## config.mk

```make
export PLATFORM = sky130hd
export DESIGN_NAME = lfs_root_cell
export DESIGN_NICKNAME = d
export VERILOG_FILES = /design/src/hdl/assert_macros.svh /design/src/hdl/lfs_pkg.sv /design/src/hdl/lfs_root_cell.sv
export SDC_FILE = /design/constraint.sdc
export NUM_CORES = 1
export LEC_CHECK = 0
export BUFFER_PORTS_ARGS = -buffer_cell sky130_fd_sc_hd__buf_2
export CAP_MARGIN = 10
export CORE_UTILIZATION = 50
export CTS_CLUSTER_DIAMETER = 200
export CTS_CLUSTER_SIZE = 28
export DETAILED_ROUTE_END_ITERATION = 8
export GPL_ROUTABILITY_DRIVEN = 0
export PLACE_DENSITY = 0.84
export SLEW_MARGIN = 20
export SYNTH_ARGS = -nofsm -noshare
export SYNTH_HDL_FRONTEND = slang
export SYNTH_SLANG_ARGS = --single-unit
export TNS_END_PERCENT = 50
```

## constraint.sdc

```tcl
create_clock -name i_clk -period 7 [get_ports i_clk]
set_clock_uncertainty 0.15 [all_clocks]
set_input_delay 0 -clock i_clk [delete_from_list [all_inputs] [get_ports i_clk]]
set_output_delay 0 -clock i_clk [all_outputs]
set_load 0.05 [all_outputs]
```

## src/hdl/assert_macros.svh

```systemverilog
// ---------------------------------------------------------------------------
// assert_macros.svh
// Assertion helpers shared by the RTL: clocked checks with reset gating.
// ---------------------------------------------------------------------------
`ifndef ASSERT_MACROS_SVH
`define ASSERT_MACROS_SVH

// Implication check on the rising clock edge, off while reset is low
`define ASSERT_CLK(label, clk, rst_n, prop, msg) \
    label: assert property (@(posedge clk) disable iff (!rst_n) prop) \
        else $error(msg);

// Same check, with the clock and reset names of this project
`define ASSERT_STD(label, prop, msg) \
    `ASSERT_CLK(label, i_clk, i_rst_n, prop, msg)

`endif

```

## src/hdl/lfs_pkg.sv

```systemverilog
// ---------------------------------------------------------------------------
// lfs_pkg
// Widths, constants and the bus type of the level-from-total datapath.
// ---------------------------------------------------------------------------
package lfs_pkg;

    // Field and datapath widths
    localparam int FIELD_W    = 31;
    localparam int SUM_W      = 33;
    localparam int X_W        = 31;   // total / 4
    localparam int PROD_W     = 63;   // X_W + 32
    localparam int RAD_W      = 32;
    localparam int ROOT_W     = 16;
    localparam int REM_W      = 17;
    localparam int LEVEL_W    = 13;
    localparam int ROOT_STEPS = 16;

    // Divide by 25 as multiply by floor(2^36 / 25), then one correction step
    localparam logic [31:0] DIV_RECIP = 32'hA3D7_0A3D;
    localparam int          DIV_SHIFT = 36;
    localparam int          Q_W       = PROD_W - DIV_SHIFT;
    localparam logic [31:0] DIV_BY    = 32'd25;

    // Largest level the input range can give
    localparam logic [LEVEL_W-1:0] LEVEL_MAX = 13'd8026;

    // Data handed from one root cell to the next
    typedef struct packed {
        logic [RAD_W-1:0]  rad;
        logic [REM_W-1:0]  rem;
        logic [ROOT_W-1:0] root;
    } t_root_bus;

endpackage

```

## src/hdl/lfs_root_cell.sv

```systemverilog
// ---------------------------------------------------------------------------
// lfs_root_cell
// One step of the restoring square root: bring down two radicand bits,
// try 4*root+1 against the remainder, keep one root bit. Registered.
// ---------------------------------------------------------------------------
module lfs_root_cell (
    input  logic               i_clk,
    input  logic               i_rst_n,
    input  logic               i_valid,
    output logic               o_ready,
    input  lfs_pkg::t_root_bus i_bus,
    output logic               o_valid,
    input  logic               i_ready,
    output lfs_pkg::t_root_bus o_bus
);

    logic               r_valid;
    lfs_pkg::t_root_bus r_bus, n_bus;
    logic [lfs_pkg::REM_W+1:0] rem_sh;
    logic [lfs_pkg::REM_W+1:0] trial;
    logic                      take;

    assign o_ready = !r_valid || i_ready;

    // Trial subtract of the shifted remainder
    assign rem_sh = {i_bus.rem, i_bus.rad[lfs_pkg::RAD_W-1 -: 2]};
    assign trial  = (lfs_pkg::REM_W+2)'({i_bus.root, 2'b01});
    assign take   = (rem_sh >= trial);

    always_comb begin
        n_bus.rad  = {i_bus.rad[lfs_pkg::RAD_W-3:0], 2'b00};
        if (take) begin
            n_bus.rem  = lfs_pkg::REM_W'(rem_sh - trial);
            n_bus.root = {i_bus.root[lfs_pkg::ROOT_W-2:0], 1'b1};
        end else begin
            n_bus.rem  = rem_sh[lfs_pkg::REM_W-1:0];
            n_bus.root = {i_bus.root[lfs_pkg::ROOT_W-2:0], 1'b0};
        end
    end

    // Hold while the next cell is full and stalled
    always_ff @(posedge i_clk) begin
        if (!i_rst_n) begin
            r_valid <= 1'b0;
        end else if (o_ready) begin
            r_valid <= i_valid;
        end
    end

    always_ff @(posedge i_clk) begin
        if (o_ready && i_valid) begin
            r_bus <= n_bus;
        end
    end

    assign o_valid = r_valid;
    assign o_bus   = r_bus;

endmodule

```

# Word-level counts from Yosys, hierarchy flattened
# Index checks and enable logic that the tools add are counted.
[word_totals] register_bits=64 latchBits=0 ram_bits=0 mem_bits_ro=0 input_bits=69 elab_cells=10 memories=0
[op_classes] add_sub_neg=1 n_mul=0 div=0 magnitude_cmp=1 eq_ne=0 shifts=0 muxes=1 bitwise_logic=0 reduce_logical=3
[ops] op="33-bit 2-to-1 mux" count=1
[ops] op="19-bit by 18-bit >= comparator with 1-bit output" count=1
[ops] op="17-bit subtractor" count=1
[ops] op="1-bit logical AND" count=1
[ops] op="1-bit logical NOT" count=1
[ops] op="1-bit logical OR" count=1

# Logic depth before layout (Yosys ltp)
[logic_depth] ltp_word=3 depth_mapped=10 depth_no_buf=8

# Worst setup path before layout
# OpenSTA, ideal clock, no wires.
[synth_timing] path_kind="reg2reg" start="register r_valid, in the netlist o_valid" end="register r_bus, in the netlist o_bus[0] (enable)" setup_time_ps=427 arrival_ps=2531 slack_ps=3891 stages_incl_launch_ff=3 n_path_buf=0 period_less_slack_ps=3109 cell_sequence="dfxtp_1 -> nand2b_1 -> and2_1"
[synth_via] elab_chain_cells=3
[synth_rtl] element="start, declared" line="lfs_root_cell.sv:17" rtl="logic r_valid;"
[synth_rtl] element="start signal, assigned" line="lfs_root_cell.sv:46" rtl="r_valid <= i_valid;"
[synth_rtl] element="1-bit logical NOT" line="lfs_root_cell.sv:23" rtl="assign o_ready = !r_valid || i_ready;"
[synth_rtl] element="1-bit logical OR" line="lfs_root_cell.sv:23"
[synth_rtl] element="named net o_ready" line="lfs_root_cell.sv:10" rtl="output logic o_ready,"
[synth_rtl] element="1-bit logical AND" line="lfs_root_cell.sv:51" rtl="if (o_ready && i_valid) begin"
[synth_rtl] element="end signal, assigned" line="lfs_root_cell.sv:52" rtl="r_bus <= n_bus;"
[synth_rtl] element="end, declared" line="lfs_root_cell.sv:18" rtl="lfs_pkg::t_root_bus r_bus, n_bus;"
# The timed path passes the listed nets, and every way through them passes these cells.
# A chain may end at the register's enable or synchronous reset.

==> insert_results.sql <==
INSERT INTO impl_metrics (metric_group, metric, value, unit) VALUES
('status', 'status', 'finished, final reports clean', ''),
('worst_hold_path', 'hold_end', 'o_bus[0]', ''),
('power_and_ir_drop', 'vdd.ir_drop.worst', '0.2343', 'mV'),
('logic_synthesis', 'synth_top_area_cell', 'sky130_fd_sc_hd__edfxtp_1', ''),
('clock_network', 'resized_gates_after_cts', '0', ''),
('final_layout', 'antennaDiodeCount', '0', ''),
('power_and_ir_drop', 'power.leakage', '2.103', 'nW'),
('final_layout', 'most_frequent_standard_cell_in_the_layout_excluding_fill_and_tap_cells', 'sky130_fd_sc_hd__buf_2', ''),
('floorplan', 'floorplan.io_pins', '136', ''),
('global_routing', 'grt_overflow_total', '0', ''),
('global_routing', 'grt_antenna_before_repair', '0', ''),
('logic_synthesis', 'synth_edf_count', '63', ''),
('placement', 'hpwlAfterDp', '5.058', 'mm'),
('routing', 'post-route-drc-count', '0', ''),
('global_routing', 'pin_count_of_the_biggest_net_entering_global_routing', '64', ''),
('global_routing', 'groute.usage.overall', '30.47', '%'),
('clock_network', 'clk_root_buffer_cell', 'sky130_fd_sc_hd__clkbuf_8', ''),
('logic_synthesis', 'yosys-top-cells-area', 'sky130_fd_sc_hd__edfxtp_1, sky130_fd_sc_hd__ha_1, sky130_fd_sc_hd__mux2_4, sky130_fd_sc_hd__mux2_2, sky130_fd_sc_hd__inv_1', ''),
('worst_hold_path', 'holdCritPathClass', 'in -> reg', ''),
('final_layout', 'filler_cell_count', '324', ''),
('job', 'drv_cap', '0', ''),
('logic_synthesis', 'most_used_flip_flop_cell_after_synthesis', 'sky130_fd_sc_hd__edfxtp_1', ''),
('sta', 'tns', '0', 'ps'),
('critical_path', 'cp_slowest_stage_delay', '530', 'ps'),
('sta', 'tightestPinTransition', '787.4', 'ps'),
('clock_network', 'ctsHtreeMaxLevel', '3', ''),
('floorplan', 'dieHeight', '81.08', 'um'),
('routing', 'post_drt_via_cell_ratio', '5.455', ''),
('clock_network', 'tritoncts.num_buffers', '9', ''),
('critical_path', 'cp_top_family', 'compound AO/OA/AOI/OAI gates', ''),
('critical_path', 'worstPathRequired', '6950', 'ps'),
('clock_network', 'clock-sinks', '64', ''),
('sta', 'rsz_0062_raised_after_global_routing', 'no', ''),
('sta', 'final-hold-violation-count', '0', ''),
('sta', 'timing_max_transition_violations_final', '0', ''),
('critical_path', 'worst_setup_path_start_kind', 'primary input', ''),
('clock_network', 'clock_tree_from_tritoncts', 'yes', ''),
('floorplan', 'core.rowCount', '28', ''),
('logic_synthesis', 'synthesis.yosys.warnings', '0', ''),
('critical_path', 'r2r_start', 'o_valid', ''),
('routing', 'routed-via-count', '2771', ''),
('routing', 'drt.antenna.violating_nets', '0', ''),
('critical_path', 'timing.critical_path.cells', 'dlygate4sd3_1 -> buf_2 -> inv_1 -> ha_1 -> a21oi_1 -> a21boi_1 -> a311o_1 -> nand2_1 -> nand3_4 -> mux2_1', ''),
('logic_synthesis', 'post_synth_instance_area', '0.003127', 'mm2'),
('critical_path', 'crit_path_end_kind', 'register', ''),
('global_routing', 'via_count_of_the_first_global_routing_pass', '2732', ''),
('logic_synthesis', 'synth-seq-cells', '64', ''),
('clock_network', 'clock_path_buffers', '2', ''),
('worst_hold_path', 'holdPathStages', '3', ''),
('placement', 'placement.io_buffers', '133', ''),
('clock_network', 'post-cts-setup-buffer-count', '0', ''),
('final_layout', 'areaGrowthSynthToFinish', '50.98', '%'),
('final_layout', 'final-instance-count-excl-fill', '508', ''),
('floorplan', 'initial_core_util', '52.19', '%'),
('routing', 'drtPass1Iterations', '5', ''),
('final_layout', 'multi_input_area', '0.001082', 'mm2'),
('critical_path', 'critPathMaxFanout', '18', ''),
('sta', 'maxClockFrequency', '0.3619', 'GHz'),
('global_routing', 'first_pass_grt_wire_length', '14.19', 'mm'),
('critical_path', 'worst-r2r-cell-count', '3', ''),
('clock_network', 'ctsHoldBuffers', '64', ''),
('logic_synthesis', 'post_synth_inst_count', '226', ''),
('sta', 'final.period_utilization', '39.47', '%'),
('critical_path', 'rr_endpoint', 'o_bus[1]', ''),
('logic_synthesis', 'async_reset_ff_share', '0', '%'),
('clock_network', 'cts.reportedPaths.clkPinSlew', '70', 'ps'),
('routing', 'routedWlPerCell', '18.86', 'um'),
('final_layout', 'drive_above_1_share', '39.26', '%'),
('floorplan', 'core_region_area', '0.005991', 'mm2'),
('logic_synthesis', 'share_of_the_synthesized_area_in_the_top_cell_type', '60.50', '%'),
('critical_path', 'critical_path_class', 'in -> reg', '');
[kinds of logic (layout without fill, tap and decap cells)]
group	count (synthesis)	after routing	share of synthesized area (%)
mux	16	16	6.403
simple gates	39	39	6.682
other cells	1	2	0.1199
buf+inv	28	234	4.401
compound gates	47	47	10.40
xor+xnor	13	13	3.641
fa+ha+maj	18	18	7.203
flops	64	64	61.14
[layer usage]
layer	GRT usage (%)	part of all wire (%)	wire (um)	vias to the layer above
met5	0	0	0	-
met4	13.57	3.8	362	0
met3	10.79	9.6	917	45
met2	50.92	48	4637	200
met1	35.10	38	3662	1277
li1	-	-	-	1249
[how the worst max path moves through the flow]
stage	to	slack, ps	cells past startpoint
CTS	o_bus[32]	4400	10
detailed placement	o_bus[32]	4580	9
global route	o_bus[32]	4090	10
finish	o_bus[32]	4240	10
global placement	o_bus[32]	4650	9
floorplan	o_bus[0]	3890	2
[power by group]
group / internal, mW / total, mW / switching [mW] / leakage [nW]
registers: 0.459 / 0.469 / 0.00935 / 0.617
clock network: 0.237 / 0.393 / 0.156 / 0.121
logic: 0.111 / 0.313 / 0.202 / 1.37
[sequential cells by signal, indices dropped and copies added (netlist names)]
signal and flops:
o_bus 63, o_valid 1
[cells in the mapped netlist, types with 2 or more instances]
| library cell | number |
|---|---|
| sky130_fd_sc_hd__nand4_1 | 4 |
| sky130_fd_sc_hd__ha_1 | 18 |
| sky130_fd_sc_hd__xnor2_1 | 8 |
| sky130_fd_sc_hd__o21ai_0 | 8 |
| sky130_fd_sc_hd__a211oi_1 | 3 |
| sky130_fd_sc_hd__nand2_1 | 9 |
| sky130_fd_sc_hd__and2_1 | 2 |
| sky130_fd_sc_hd__buf_2 | 2 |
| sky130_fd_sc_hd__edfxtp_1 | 63 |
| sky130_fd_sc_hd__o21ai_1 | 4 |
| sky130_fd_sc_hd__a21oi_1 | 11 |
| sky130_fd_sc_hd__nand2b_1 | 3 |
| sky130_fd_sc_hd__xor2_1 | 5 |
| sky130_fd_sc_hd__o211ai_2 | 2 |
| sky130_fd_sc_hd__buf_6 | 3 |
| sky130_fd_sc_hd__mux2_2 | 7 |
| sky130_fd_sc_hd__inv_1 | 20 |
| sky130_fd_sc_hd__o21bai_1 | 3 |
| sky130_fd_sc_hd__nor4_1 | 2 |
| sky130_fd_sc_hd__a21oi_2 | 2 |
| sky130_fd_sc_hd__or3_1 | 2 |
| sky130_fd_sc_hd__nand3_1 | 3 |
| sky130_fd_sc_hd__a21o_1 | 3 |
| sky130_fd_sc_hd__buf_4 | 2 |
| sky130_fd_sc_hd__mux2i_1 | 2 |
| sky130_fd_sc_hd__nor2_1 | 9 |
| sky130_fd_sc_hd__mux2_4 | 6 |
| sky130_fd_sc_hd__a311o_1 | 2 |
[per-stage QoR]
step / utilization (%) / power (mW) / setup WS (ps) / area (um2) / hold WS (ps)
2_1_floorplan: - / 0.6835 / 3891 / 3131 / -51.13
3_3_place_gp: 64.04 / 0.7386 / 4650 / 3836 / 26.59
3_5_place_dp: 64.04 / 0.7457 / 4580 / 3836 / 28.77
4_1_cts: 78.80 / 1.160 / 4395 / 4721 / 83.80
5_1_grt: 78.80 / 1.211 / 4090 / 4721 / 115.2
6_report: 78.80 / 1.175 / 4237 / 4721 / 124.5
[worst register-to-register path, stage by stage, from the launching register on]
cell and delay, ps:
sky130_fd_sc_hd__dfxtp_1 320, sky130_fd_sc_hd__nand2b_1 110, sky130_fd_sc_hd__and2_2 150, sky130_fd_sc_hd__buf_4 620
[layout make-up]
type	count	share of cell area, %
sequential	64	40.50
timing repair buffer	198	27.83
multi-input combinational	135	22.93
clock buffer	9	2.624
clock inverter	7	2.544
tap	75	1.988
inverter	20	1.590
No activity file was read; power rests on OpenSTA's default activity.
